[src/sv/emas_pkg.sv]
// Package for the SMA-seeded exponential moving average block.
// Field widths, fixed-point constants, register indexes and sequencer codes.
// No dependencies.
package emas_pkg;

  localparam int PRICE_W    = 40;
  localparam int TIME_W     = 40;
  localparam int SUM_W      = 52;
  localparam int CNT_W      = 13;
  localparam int ALPHA_W    = 17;
  localparam int FRAC_BITS  = 16;
  localparam int MAX_WINDOW = 4096;
  localparam int ALU_W      = 60;
  localparam int REM_W      = 13;
  localparam int STEP_W     = 6;
  localparam int DIV_STEPS  = SUM_W;
  localparam int MUL_STEPS  = ALPHA_W;
  localparam int CFG_W      = 17;
  localparam int IN_W       = PRICE_W + TIME_W;
  localparam int OUT_W      = PRICE_W + TIME_W;

  localparam logic [CNT_W-1:0]     WIN_RESET   = CNT_W'(10);
  localparam logic [ALPHA_W-1:0]   ALPHA_RESET = ALPHA_W'(11915);
  localparam logic [ALPHA_W-1:0]   ALPHA_ONE   = ALPHA_W'(1 << FRAC_BITS);
  localparam logic [FRAC_BITS-1:0] HALF_LSB    = FRAC_BITS'(1 << (FRAC_BITS - 1));
  localparam logic [CNT_W-1:0]     WIN_MAX     = CNT_W'(MAX_WINDOW);

  localparam logic CFG_WINDOW = 1'b0;
  localparam logic CFG_ALPHA  = 1'b1;

  typedef logic [2:0] state_t;
  localparam state_t ST_IDLE = 3'd0;
  localparam state_t ST_SUM  = 3'd1;
  localparam state_t ST_DIV  = 3'd2;
  localparam state_t ST_MUL  = 3'd3;
  localparam state_t ST_EMIT = 3'd4;

endpackage

[src/sv/emas_alu.sv]
// Shared add/subtract unit for the moving average sequencer.
// Serves the seed sum, the restoring divide and the shift-add multiply; uses emas_pkg.
module emas_alu import emas_pkg::*; (
  input  logic [ALU_W-1:0] a,
  input  logic [ALU_W-1:0] b,
  input  logic             sub,
  output logic [ALU_W-1:0] y
);

  assign y = sub ? (a - b) : (a + b);

endmodule

[src/sv/ema_with_sma_seed.sv]
// SMA-seeded exponential moving average, one shared adder under a sequencer.
// A seeding sample with no result is only added to the sum; the seed is formed by a
// 52-step restoring divide and an EMA update by a 17-step shift-add multiply.
// One sample at a time; in_tready is low from transfer until the sample is summed or its result is queued.
// Synchronous active-low reset: window 10, alpha 11915, sum/count/average zero.
module ema_with_sma_seed import emas_pkg::*; (
  input  logic               clk,
  input  logic               rst_n,
  input  logic               in_tvalid,
  output logic               in_tready,
  input  logic [IN_W-1:0]    in_tdata,   // close_price[39:0], timestamp[79:40]
  input  logic               in_tuser,   // series_start
  output logic               out_tvalid,
  input  logic               out_tready,
  output logic [OUT_W-1:0]   out_tdata,  // average_value[39:0], result_time[79:40]
  input  logic               cfg_we,
  input  logic               cfg_index,
  input  logic [CFG_W-1:0]   cfg_data
);

  state_t               state_r, state_nxt;
  logic [CNT_W-1:0]     win_r;
  logic [ALPHA_W-1:0]   alpha_r;
  logic [CNT_W-1:0]     samples_r, samples_nxt;
  logic [SUM_W-1:0]     sum_r, sum_nxt;
  logic [PRICE_W-1:0]   avg_r, avg_nxt;
  logic                 out_valid_r, out_valid_nxt;
  logic [OUT_W-1:0]     out_data_r, out_data_nxt;

  logic [PRICE_W-1:0]   x_r;
  logic [TIME_W-1:0]    ts_r;
  logic                 start_r;
  logic [REM_W-1:0]     rem_r, rem_nxt;
  logic [SUM_W-1:0]     quo_r, quo_nxt;
  logic [ALU_W-1:0]     acc_r, acc_nxt;
  logic [ALU_W-1:0]     dsh_r, dsh_nxt;
  logic [ALPHA_W-1:0]   alp_r, alp_nxt;
  logic [STEP_W-1:0]    step_r, step_nxt;

  logic [ALU_W-1:0]     alu_a, alu_b, alu_y;
  logic                 alu_sub;
  logic [CNT_W-1:0]     win_eff;
  logic [ALPHA_W-1:0]   alpha_eff;
  logic [CNT_W-1:0]     cnt_base;
  logic [SUM_W-1:0]     sum_base;
  logic [SUM_W-1:0]     sum_new;
  logic [REM_W-1:0]     div_t;
  logic                 q_bit;

  emas_alu u_alu (
    .a   (alu_a),
    .b   (alu_b),
    .sub (alu_sub),
    .y   (alu_y)
  );

  assign in_tready  = (state_r == ST_IDLE);
  assign out_tvalid = out_valid_r;
  assign out_tdata  = out_data_r;

  assign win_eff   = (win_r == '0) ? CNT_W'(1) : ((win_r > WIN_MAX) ? WIN_MAX : win_r);
  assign alpha_eff = (alpha_r > ALPHA_ONE) ? ALPHA_ONE : alpha_r;
  assign cnt_base  = start_r ? '0 : samples_r;
  assign sum_base  = start_r ? '0 : sum_r;
  assign div_t     = {rem_r[REM_W-2:0], quo_r[SUM_W-1]};

  always_comb begin
    state_nxt     = state_r;
    samples_nxt   = samples_r;
    sum_nxt       = sum_r;
    avg_nxt       = avg_r;
    out_valid_nxt = out_valid_r;
    out_data_nxt  = out_data_r;
    rem_nxt       = rem_r;
    quo_nxt       = quo_r;
    acc_nxt       = acc_r;
    dsh_nxt       = dsh_r;
    alp_nxt       = alp_r;
    step_nxt      = step_r;
    alu_a         = '0;
    alu_b         = '0;
    alu_sub       = 1'b0;
    sum_new       = '0;
    q_bit         = 1'b0;

    if (out_tready) begin
      out_valid_nxt = 1'b0;
    end

    case (state_r)
      ST_IDLE: begin
        if (in_tvalid) begin
          state_nxt = ST_SUM;
        end
      end
      ST_SUM: begin
        if (cnt_base < win_eff) begin
          alu_a       = ALU_W'(sum_base);
          alu_b       = ALU_W'(x_r);
          sum_new     = alu_y[SUM_W] ? '1 : alu_y[SUM_W-1:0];
          sum_nxt     = sum_new;
          samples_nxt = cnt_base + CNT_W'(1);
          if (samples_nxt == win_eff) begin
            rem_nxt   = '0;
            quo_nxt   = sum_new;
            step_nxt  = STEP_W'(DIV_STEPS - 1);
            state_nxt = ST_DIV;
          end else begin
            state_nxt = ST_IDLE;
          end
        end else begin
          samples_nxt = cnt_base;
          sum_nxt     = sum_base;
          alu_a       = ALU_W'(x_r);
          alu_b       = ALU_W'(avg_r);
          alu_sub     = 1'b1;
          dsh_nxt     = alu_y;
          acc_nxt     = ALU_W'({avg_r, HALF_LSB});
          alp_nxt     = alpha_eff;
          step_nxt    = STEP_W'(MUL_STEPS - 1);
          state_nxt   = ST_MUL;
        end
      end
      ST_DIV: begin
        alu_a   = ALU_W'(div_t);
        alu_b   = ALU_W'(win_eff);
        alu_sub = 1'b1;
        if (!alu_y[ALU_W-1]) begin
          rem_nxt = alu_y[REM_W-1:0];
          q_bit   = 1'b1;
        end else begin
          rem_nxt = div_t;
        end
        quo_nxt = {quo_r[SUM_W-2:0], q_bit};
        if (step_r == '0) begin
          avg_nxt   = (|quo_nxt[SUM_W-1:PRICE_W]) ? '1 : quo_nxt[PRICE_W-1:0];
          state_nxt = ST_EMIT;
        end else begin
          step_nxt = step_r - STEP_W'(1);
        end
      end
      ST_MUL: begin
        alu_a   = acc_r;
        alu_b   = alp_r[0] ? dsh_r : '0;
        acc_nxt = alu_y;
        dsh_nxt = {dsh_r[ALU_W-2:0], 1'b0};
        alp_nxt = {1'b0, alp_r[ALPHA_W-1:1]};
        if (step_r == '0) begin
          avg_nxt   = (|alu_y[ALU_W-1:FRAC_BITS+PRICE_W]) ? '1
                      : alu_y[FRAC_BITS+PRICE_W-1:FRAC_BITS];
          state_nxt = ST_EMIT;
        end else begin
          step_nxt = step_r - STEP_W'(1);
        end
      end
      ST_EMIT: begin
        if (!out_valid_r || out_tready) begin
          out_valid_nxt = 1'b1;
          out_data_nxt  = {ts_r, avg_r};
          state_nxt     = ST_IDLE;
        end
      end
      default: begin
        state_nxt = ST_IDLE;
      end
    endcase
  end

  always_ff @(posedge clk) begin
    if (!rst_n) begin
      state_r     <= ST_IDLE;
      win_r       <= WIN_RESET;
      alpha_r     <= ALPHA_RESET;
      samples_r   <= '0;
      sum_r       <= '0;
      avg_r       <= '0;
      out_valid_r <= 1'b0;
    end else begin
      state_r     <= state_nxt;
      samples_r   <= samples_nxt;
      sum_r       <= sum_nxt;
      avg_r       <= avg_nxt;
      out_valid_r <= out_valid_nxt;
      if (cfg_we) begin
        case (cfg_index)
          CFG_WINDOW: win_r   <= cfg_data[CNT_W-1:0];
          CFG_ALPHA:  alpha_r <= cfg_data[ALPHA_W-1:0];
          default: ;
        endcase
      end
    end
  end

  always_ff @(posedge clk) begin
    if (in_tvalid && in_tready) begin
      x_r     <= in_tdata[PRICE_W-1:0];
      ts_r    <= in_tdata[IN_W-1:PRICE_W];
      start_r <= in_tuser;
    end
    out_data_r <= out_data_nxt;
    rem_r      <= rem_nxt;
    quo_r      <= quo_nxt;
    acc_r      <= acc_nxt;
    dsh_r      <= dsh_nxt;
    alp_r      <= alp_nxt;
    step_r     <= step_nxt;
  end

endmodule

[config.mk]
export PLATFORM = sky130hd
export DESIGN_NAME = ema_with_sma_seed
export DESIGN_NICKNAME = d
export VERILOG_FILES = /design/src/sv/emas_pkg.sv /design/src/sv/emas_alu.sv /design/src/sv/ema_with_sma_seed.sv
export SDC_FILE = /design/constraint.sdc
export NUM_CORES = 1
export LEC_CHECK = 0
export BUFFER_PORTS_ARGS = -buffer_cell sky130_fd_sc_hd__buf_2
export CORE_ASPECT_RATIO = 0.5
export CORE_MARGIN = 3
export CORE_UTILIZATION = 28
export CTS_CLUSTER_SIZE = 20
export DETAILED_ROUTE_END_ITERATION = 8
export PLACE_DENSITY = 0.49
export SYNTH_ARGS = -nofsm -noshare
export SYNTH_HDL_FRONTEND = slang
export SYNTH_SLANG_ARGS = --single-unit
[constraint.sdc]
create_clock -name clk -period 13.2 [get_ports clk]
set_clock_uncertainty 0.1 [all_clocks]
set_input_delay 1.98 -clock clk [delete_from_list [all_inputs] [get_ports clk]]
set_output_delay 1.98 -clock clk [all_outputs]
set_load 0.05 [all_outputs]
# Yosys cells after proc, flatten, opt, wreduce, memory -nomap -nowiden
# Index checks and enable logic that the tools add are counted.
[op_classes]
reduce_logical = 21
muxes = 48
add_sub_neg = 4
magnitude_cmp = 3
n_eq_ne = 15
bitwise_logic = 1
[op_table]
columns = ["cell", "n"]
rows = [
  ["case mux 60 bit (3 select lines)", 2],
  ["2-to-1 mux 52 bit", 6],
  ["2-to-1 mux 60 bit", 4],
  ["case mux 60 bit (2 select lines)", 2],
  ["2-to-1 mux 40 bit", 5],
  ["case mux 52 bit (2 select lines)", 1],
  ["case mux 40 bit (2 select lines)", 1],
  ["adder 60 bit", 1],
  ["subtractor 60 bit", 1],
  ["2-to-1 mux 13 bit", 4],
  ["2-to-1 mux 12 bit", 3],
  ["2-to-1 mux 17 bit", 2],
  ["case mux 17 bit (2 select lines)", 1],
  ["case mux 12 bit (2 select lines)", 1],
  ["2-to-1 mux 6 bit", 3],
  ["> comparator 17 bit (second input constant)", 1],
  ["!= test 2 bit (second input constant)", 8],
  ["adder 13 x 1 -> 13 bit (second input constant)", 1],
  ["== test 13 bit", 1],
  ["> comparator 13 bit (second input constant)", 1],
  ["zero test 13 bit", 1],
  ["less-than comparator 13 bit", 1],
  ["2-to-1 mux 3 bit", 4],
  ["case mux 3 bit (4 select lines)", 1],
  ["other kinds (22)", 36],
]
[totals]
word_cells = 109
in_bits = 104
out_inout_bits = 82
register_bits = 507

# Depth between registers and ports, before layout
# Gate-level depths: netlist of the first run.
[logic_depth]
word_depth = 12
depth_mapped = 40
ltp_nobuf = 32

# By module
# A second synthesis of the first run with hierarchy kept.
[unflattened]
cells_unflattened = 2838
area_unflattened_um2 = 27380.0
[by_module_without_submodules]
columns = ["mod", "n_inst", "area_each_um2", "seq_area_each_um2", "cells_each"]
rows = [
  ["ema_with_sma_seed", 1, 22590.4, 13833.3, 2115],
  ["emas_alu", 1, 4789.6, 0.0, 723],
]

# Least setup slack after synthesis of the first run
# No wires, ideal clock.
[synth_timing]
kind = "reg2reg"
from = "register start_r"
to = "register avg_r[10]"
setup_ns = 0.120
arrival_ns = 7.958
path_buffers = 10
path_stages_with_launch = 40
slack_ns = 5.022
synth_period_minus_slack_ns = 8.178
t_required_ns = 12.980
cell_sequence = "edfxtp_1 clkbuf_1 clkbuf_1 nor2b_1 ha_1 nand2b_1 a21oi_1 o31ai_2 a31oi_2 buf_6 clkbuf_1 clkbuf_1 a221oi_1 ha_1 o41ai_1 a211oi_1 nand4b_1 nor4_1 [... 4 more ...] o21ai_0 ha_1 clkbuf_1 nand3_1 nand2_1 a21o_1 a2111o_1 a221oi_1 o21ai_0 or3_1 nand3_1 a311o_1 and4_1 buf_1 and2_4 buf_6 buf_6 o21ai_2"
[synth_via]
elab_chain_len = 10
elab_cells_between_ends = 16
classes_between = "add/sub (2); order compare (1); mux (12); reduce/logical (1)"
[synth_rtl]
columns = ["item", "line", "text"]
rows = [
  ["from (decl)", "ema_with_sma_seed.sv:32", "logic start_r;"],
  ["from (signal assigned)", "ema_with_sma_seed.sv:198", "start_r <= in_tuser;"],
  ["2-to-1 mux 13 bit", "ema_with_sma_seed.sv:63", "assign cnt_base = start_r ? '0 : samples_r;"],
  ["less-than comparator 13 bit", "ema_with_sma_seed.sv:97", "if (cnt_base < win_eff) begin"],
  ["2-to-1 mux 52 bit or 2-to-1 mux 40 bit (tied branches)", "ema_with_sma_seed.sv:97", ""],
  ["case mux 60 bit (3 select lines)", "ema_with_sma_seed.sv:90", "case (state_r)"],
  ["adder 60 bit or subtractor 60 bit (tied branches)", "emas_alu.sv:10", "assign y = sub ? (a - b) : (a + b);"],
  ["2-to-1 mux 60 bit (*)", "emas_alu.sv:10", ""],
  ["OR reduction 4 bit", "ema_with_sma_seed.sv:149", "avg_nxt = (|alu_y[ALU_W-1:FRAC_BITS+PRICE_W]) ? '1"],
  ["2-to-1 mux 40 bit (*)", "ema_with_sma_seed.sv:149", ""],
  ["2-to-1 mux 40 bit (*)", "ema_with_sma_seed.sv:148", "if (step_r == '0) begin"],
  ["case mux 40 bit (2 select lines) (*)", "ema_with_sma_seed.sv:90", ""],
  ["to (signal assigned)", "ema_with_sma_seed.sv:182", "avg_r <= avg_nxt;"],
  ["to (decl)", "ema_with_sma_seed.sv:26", "logic [PRICE_W-1:0] avg_r, avg_nxt;"],
]
# Mark *: on every way between the ends. The rest lies on a longest branch, timed or not. The select of a mux whose other input is x is not followed.
# A chain may end at the register's enable or synchronous reset.

# Worst setup path after layout of the first run
[layout_timing]
from = "register start_r"
to = "register avg_r[32]"
# The elaborated chain is that of the path after synthesis.

==> results of run 1 <==
metrics by stage:
stage / cell area (um^2) / hold WS, ps
6_report: 30600 / 316
5_1_grt: 30600 / 326
4_1_cts: 30600 / 318
3_5_place_dp: 28800 / 305
3_3_place_gp: 28800 / 300
2_1_floorplan: 26600 / 300
cell families after synthesis:
family | after synthesis | share of synthesized area (%)
mux | 28 | 1.06
flops | 507 | 51.9
buf+inv | 250 | 3.73
xor+xnor | 124 | 4.13
simple gates | 828 | 14.3
compound gates | 888 | 21.2
fa+ha+maj | 77 | 3.64
worst max-delay path by stage:
stage	startpoint	end	slack (ps)	cells past startpoint
4_1_cts	start_r$_DFFE_PP_	sum_r[10]$_SDFFE_PN0P_	2840	30
3_3_place_gp	start_r$_DFFE_PP_	avg_r[3]$_SDFFE_PN0P_	3000	27
5_1_grt	start_r$_DFFE_PP_	avg_r[2]$_SDFFE_PN0P_	1990	31
6_report	start_r$_DFFE_PP_	avg_r[32]$_SDFFE_PN0P_	2570	27
3_5_place_dp	start_r$_DFFE_PP_	sum_r[10]$_SDFFE_PN0P_	2870	30
2_1_floorplan	start_r$_DFFE_PP_	avg_r[10]$_SDFFE_PN0P_	5020	39
per-layer routing:
| metal | vias to the layer above | wire, um |
|---|---|---|
| li1 | 10200 | - |
| met1 | 10900 | 43100 |
| met2 | 833 | 43900 |
| met3 | 179 | 6190 |
| met4 | 4 | 3480 |
| met5 | - | 27 |
power by group:
part	internal, W	switching, W	total, W
clock network	0.000872	0.000680	0.00155
registers	0.00177	0.0000354	0.00181
logic	0.000193	0.000397	0.000590
placed cells by master (no fill, tap or decap), types with 18 or more instances in the layout:
master	n
buf_4	35
a22o_1	29
a22oi_1	20
a31oi_1	109
and3_1	24
a222oi_1	35
mux2i_1	27
xnor2_1	63
and2_1	46
ha_1	76
o21ai_0	246
edfxtp_1	368
nor2b_1	24
nand3_1	60
xor2_1	59
o21ai_2	23
a21o_1	39
nand4_1	22
dfxtp_1	139
nor2_1	251
clkbuf_16	56
buf_2	185
nand2_1	290
a21oi_1	232
inv_1	73
nor3_1	18
worst register-to-register path, stage by stage (launching register included):
cell and delay (ps):
edfxtp_1 870, nor2b_1 210, ha_1 390, a21oi_1 190
a21boi_1 120, nor3_2 570, a31oi_4 170, buf_4 290
a221oi_1 490, ha_1 250, o41ai_1 80, a211oi_1 260
nand4b_1 210, nor4_1 920, nor2b_1 460, nor2_1 100
xnor2_1 170, ha_1 390, inv_1 120, a2111oi_0 600
o221ai_1 430, a2111oi_0 1120, o21ai_0 350, nand2_1 130
a311o_1 210, and4_1 420, and2_4 690, o21ai_1 170
registers in the layout, indices dropped and copies added, names as in the netlist:
register and cells:
out_tdata 80, acc_r 60, dsh_r 60, quo_r 52
sum_r 52, avg_r 40, ts_r 40, x_r 40
alp_r 17, alpha_r 17, samples_r 13, win_r 13
rem_r 12, step_r 6, state_r 3, out_tvalid 1
start_r 1
cell type report:
type | instances | area [um^2] | share of cell area, %
diodes | 2 | 5.00 | 0.0163
well taps | 1255 | 1570 | 5.13
inverters | 74 | 278 | 0.907
clock buffers | 72 | 1560 | 5.10
flip-flops and latches | 507 | 13800 | 45.2
repair buffers | 221 | 1210 | 3.95
multi-input cells | 1945 | 11900 | 39.0
clock inverters | 24 | 213 | 0.695
==> impl_metrics.py, run 1 <==
metrics = {
    "critical_path": {
        "worst_path_most_repeated_cell": "ha_1",
        "path_buf_inv": 2,
        "slowest_delay_ps": 1120,
        "worst_setup_path_end_kind": "register",
        "cp_data_arrival_time_ps": 11000,
        "worstPathRequired_ps": 13580,
        "worstSetupPathType": "reg2reg",
        "slowest_stage": "a2111oi_0",
        "startpoint_type": "register",
        "reg2reg_depth": 27,
        "reg2reg_to": "avg_r[32]$_SDFFE_PN0P_",
        "worstReg2RegStart": "start_r$_DFFE_PP_",
        "reg2reg_slack_ps": 2570,
        "path_max_fanout": 35,
        "critPathTopFamily": "compound AO/OA/AOI/OAI gates",
    },
    "die": {
        "start_util_pct": 28.5,
        "die-width_um": 442,
        "die_h_um": 224,
        "coreArea_mm2": 0.0936,
        "rows": 79,
        "io_pins": 186,
        "die_area_mm2": 0.0991,
    },
    "drt": {
        "antenna_left": 0,
        "totalWireLength_um": 96700,
        "via_per_inst": 5.40,
        "drtPass1Iterations": 6,
        "post-route-drc-count": 0,
        "wl_per_cell_um": 23.6,
        "drtIter0Drc": 2250,
        "vias": 22100,
    },
    "pwr": {
        "total_leakage_power_nw": 11.4,
        "total_power_w": 0.00395,
        "powerDensity_mw_per_mm2": 129,
        "max-vdd-ir-drop_uv": 84.8,
    },
    "place": {
        "place_ws_ps": 2870,
        "place_hpwl_um": 68100,
        "gp_congestion": 0.932,
        "port_buffers": 185,
        "placed_cells": 4002,
    },
    "timing": {
        "final_hold_viol_count": 0,
        "rsz0062_at_grt": "no",
        "min_period_ps": 10630,
        "setup_slack_ps": 2570,
        "worst_slew_pin_slew_ps": 1160,
        "slew_viol_final": 0,
        "slew_headroom_pct": 20.3,
        "setup_violations": 0,
        "timing.final.crit_share_pct": 80.5,
        "max_freq_mhz": 94.1,
        "setup_tns_ps": 0,
    },
    "clock_tree": {
        "cts_tree": "yes",
        "hold_buffers": 0,
        "clock_latency_ps": 630,
        "cts_max_path_buffers": 3,
        "post_cts_buffers": 0,
        "cts_resized": 0,
        "cts_buffers": 52,
        "path_clk_slew_ps": 60,
        "cts-root-buf": "clkbuf_16",
        "cts.sinks": 507,
        "h-tree-depth": 2,
    },
    "synth": {
        "ys_ff_latch": 507,
        "yosysMostFrequentCell": "edfxtp_1",
        "synth_commonest_cells": "edfxtp_1, nand2_1, nor2_1, o21ai_0, a21oi_1",
        "synth.area.top_cells": "edfxtp_1, dfxtp_1, o21ai_0, a21oi_1, nand2_1",
        "syn-num-nets": 2883,
        "synth-seq-area-share_pct": 51.9,
        "yosysWarnings": 0,
        "syn_area_mm2": 0.0266,
        "avgSynthCellArea_um2": 9.86,
        "synthDistinctLibCells": 86,
        "synthArstFlopShare_pct": 0,
        "netlist_instances": 2702,
        "synth_area_leader_cell": "edfxtp_1",
        "synth_top_area_share_pct": 41.5,
        "synth_flop_cell": "edfxtp_1",
        "synth_edf_count": 368,
    },
    "hold_path": {
        "holdCritPathClass": "reg2reg",
        "hold_depth": 0,
        "min-delay-start": "ts_r[23]$_DFFE_PP_",
        "whs_endpoint": "out_tdata[63]$_DFFE_PP_",
    },
    "global_routing": {
        "busiest_layer": "met2",
        "use_met2_pct": 30.2,
        "met1_usage_pct": 25.9,
        "grt_pass1_wl_um": 141000,
        "antenna_found_initial": 5,
        "grt_pass1_vias": 21000,
        "grt_use_total_pct": 18.8,
        "grt_overflow": 0,
        "met3_usage_pct": 2.62,
        "grt_max_degree": 76,
    },
    "outcome": {
        "status": "finished clean",
    },
    "finish": {
        "fin_util_pct": 32.7,
        "drive_above_1_share_pct": 13.3,
        "area_growth_pct": 14.9,
        "final.fill_count": 9676,
        "final_nets": 2982,
        "final_cells": 4100,
    },
    "run": {
        "drv_cap": 0,
    },
}
Note: power is estimated with default switching activity, not from simulation.
==> inputs of run 2 (changes only) <==
--- a/config.mk
+++ b/config.mk
@@ -11,7 +11,7 @@
 export CORE_UTILIZATION = 28
 export CTS_CLUSTER_SIZE = 20
 export DETAILED_ROUTE_END_ITERATION = 8
-export PLACE_DENSITY = 0.49
+export PLACE_DENSITY = 0.51
 export SYNTH_ARGS = -nofsm -noshare
 export SYNTH_HDL_FRONTEND = slang
 export SYNTH_SLANG_ARGS = --single-unit
==> constraint.sdc (replaced) <==
create_clock -name clk -period 9.08 [get_ports clk]
set_clock_uncertainty 0.1 [all_clocks]
set_input_delay 1.362 -clock clk [delete_from_list [all_inputs] [get_ports clk]]
set_output_delay 1.362 -clock clk [all_outputs]
set_load 0.05 [all_outputs]
==> run 2 against run 1 <==
Via count up 1.3%. Clock power is 44% higher. Design area up 1.6%. Combinational power rose by 52%.
==> impl_metrics.py, run 2 (same netlist as run 1, synthesis figures left out) <==
metrics = {
    "finish": {
        "largest_reg_flops": 80,
        "drive_above_1_share_pct": 15.1,
        "area_growth_pct": 16.7,
        "final_cell_mix": "edfxtp_1, nand2_1, nor2_1",
        "final_cells": 4153,
        "regArea_mm2": 0.0138,
        "final_nets": 3031,
        "final.fill_count": 9567,
        "final_common_cell": "edfxtp_1",
        "multi_input_comb_area_mm2": 0.0120,
    },
    "die": {
        "io_pins": 186,
        "coreArea_mm2": 0.0936,
        "die_h_um": 224,
        "rows": 79,
        "die_area_mm2": 0.0991,
        "die-width_um": 442,
        "start_util_pct": 28.5,
    },
    "timing": {
        "slew_headroom_pct": 10.9,
        "worst_slew_pin_slew_ps": 1340,
        "max_freq_mhz": 115,
        "slew_viol_final": 0,
        "timing.final.crit_share_pct": 95.8,
        "min_period_ps": 8700,
        "final_hold_viol_count": 0,
        "setup_slack_ps": 381,
        "rsz0062_at_grt": "no",
        "setup_tns_ps": 0,
        "setup_violations": 0,
    },
    "global_routing": {
        "grt_use_total_pct": 18.9,
        "grt_pass1_vias": 21200,
        "grt_pass1_wl_um": 142000,
        "grt_max_degree": 72,
        "grt_overflow": 0,
        "antenna_found_initial": 7,
    },
    "place": {
        "place_ws_ps": 242,
        "port_buffers": 185,
        "placed_cells": 4043,
        "place_hpwl_um": 69900,
        "gp_congestion": 0.937,
    },
    "critical_path": {
        "startpoint_type": "register",
        "slowest_delay_ps": 600,
        "worstSetupPathType": "reg2reg",
        "critPathTopFamily": "compound AO/OA/AOI/OAI gates",
        "path_max_fanout": 26,
        "worst_setup_path_end_kind": "register",
        "cp_data_arrival_time_ps": 9150,
        "slowest_stage": "a2111oi_0",
        "path_buf_inv": 6,
        "worstPathRequired_ps": 9540,
    },
    "pwr": {
        "powerDensity_mw_per_mm2": 185,
        "total_leakage_power_nw": 11.6,
        "max-vdd-ir-drop_uv": 133,
    },
    "drt": {
        "vias": 22400,
        "post-route-drc-count": 0,
        "antenna_left": 0,
        "totalWireLength_um": 97100,
        "drtIter0Drc": 2478,
        "via_per_inst": 5.40,
        "wl_per_cell_um": 23.4,
        "drtPass1Iterations": 8,
    },
    "clock_tree": {
        "cts_buffers": 52,
        "cts.sinks": 507,
        "cts_tree": "yes",
        "cts_max_path_buffers": 3,
        "clock_latency_ps": 640,
        "hold_buffers": 0,
        "path_clk_slew_ps": 70,
        "h-tree-depth": 2,
        "cts-root-buf": "clkbuf_16",
    },
    "run": {
        "drv_cap": 0,
    },
    "hold_path": {
        "holdCritPathClass": "reg2reg",
    },
    "outcome": {
        "status": "finished clean",
    },
}
[run 2: changes by cell type in the layout (fill, tap and decap cells not counted), sizes merged]
cell,change
diode,+2
buf,+49
bufinv,-1
inv,+1
clkinvlp,+2
[run 2: layout make-up]
class | instances | area share (%)
antenna | 4 | 0.0322
clock buffer | 72 | 4.96
clock inverter | 26 | 0.636
inverter | 74 | 0.905
multi-input combinational | 1945 | 38.5
sequential | 507 | 44.5
tap | 1255 | 5.05
timing repair buffer | 270 | 5.39
[run 2: worst paths after layout]
check / start / endpoint / slack (ps) / depth (start not counted)
hold reg to reg: ts_r[13]$_DFFE_PP_ / out_tdata[53]$_DFFE_PP_ / 320 / 0
setup / recovery: win_r[12]$_SDFFE_PN0P_ / avg_r[1]$_SDFFE_PN0P_ / 380 / 28
hold / removal: ts_r[13]$_DFFE_PP_ / out_tdata[53]$_DFFE_PP_ / 320 / 0
setup reg to reg: win_r[12]$_SDFFE_PN0P_ / avg_r[1]$_SDFFE_PN0P_ / 380 / 28
[run 2: stage by stage]
step	cell area, um^2	total power (W)	hold WS (ps)	util, %
6_report	31100	0.00576	317	33.2
5_1_grt	31100	0.00598	326	33.2
4_1_cts	30900	0.00579	320	33.0
3_5_place_dp	29200	0.00355	305	31.2
3_3_place_gp	29200	0.00354	300	31.2
2_1_floorplan	26600	0.00322	300	-
[run 2: where the power goes]
part | internal (W) | total (W) | switching (W)
Combinational | 0.000298 | 0.000896 | 0.000598
Sequential | 0.00258 | 0.00263 | 0.0000522
Clock | 0.00123 | 0.00223 | 0.00100
Total | 0.00410 | 0.00576 | 0.00165
[run 2: worst register-to-register path, delay by kind of cell, from the launching register on]
kind / cells / cell delay [ps]
AOI/OAI and AO/OA: 8 / 3030
and+or+nand+nor: 11 / 2970
buffers and inverters: 6 / 1170
adders and majority gates: 2 / 710
DFF: 1 / 490
xor gates and xnor gates: 1 / 150
[run 2: layer usage]
| metal | routed length [um] | GRT usage, % | part of all wire (%) | up-vias |
|---|---|---|---|---|
| li1 | - | - | - | 10400 |
| met1 | 43100 | 26.1 | 44 | 10900 |
| met2 | 43800 | 30.2 | 45 | 928 |
| met3 | 6990 | 3.05 | 7.2 | 186 |
| met4 | 3200 | 6.26 | 3.3 | 6 |
| met5 | 34 | 0 | 0.035 | - |
[run 2: repair_timing]
| item | CTS | global route |
|---|---|---|
| gates resized for setup | 0 | 10 |
| buffers inserted | 0 | 8 |
| setup endpoints to repair | 0 | 148 |
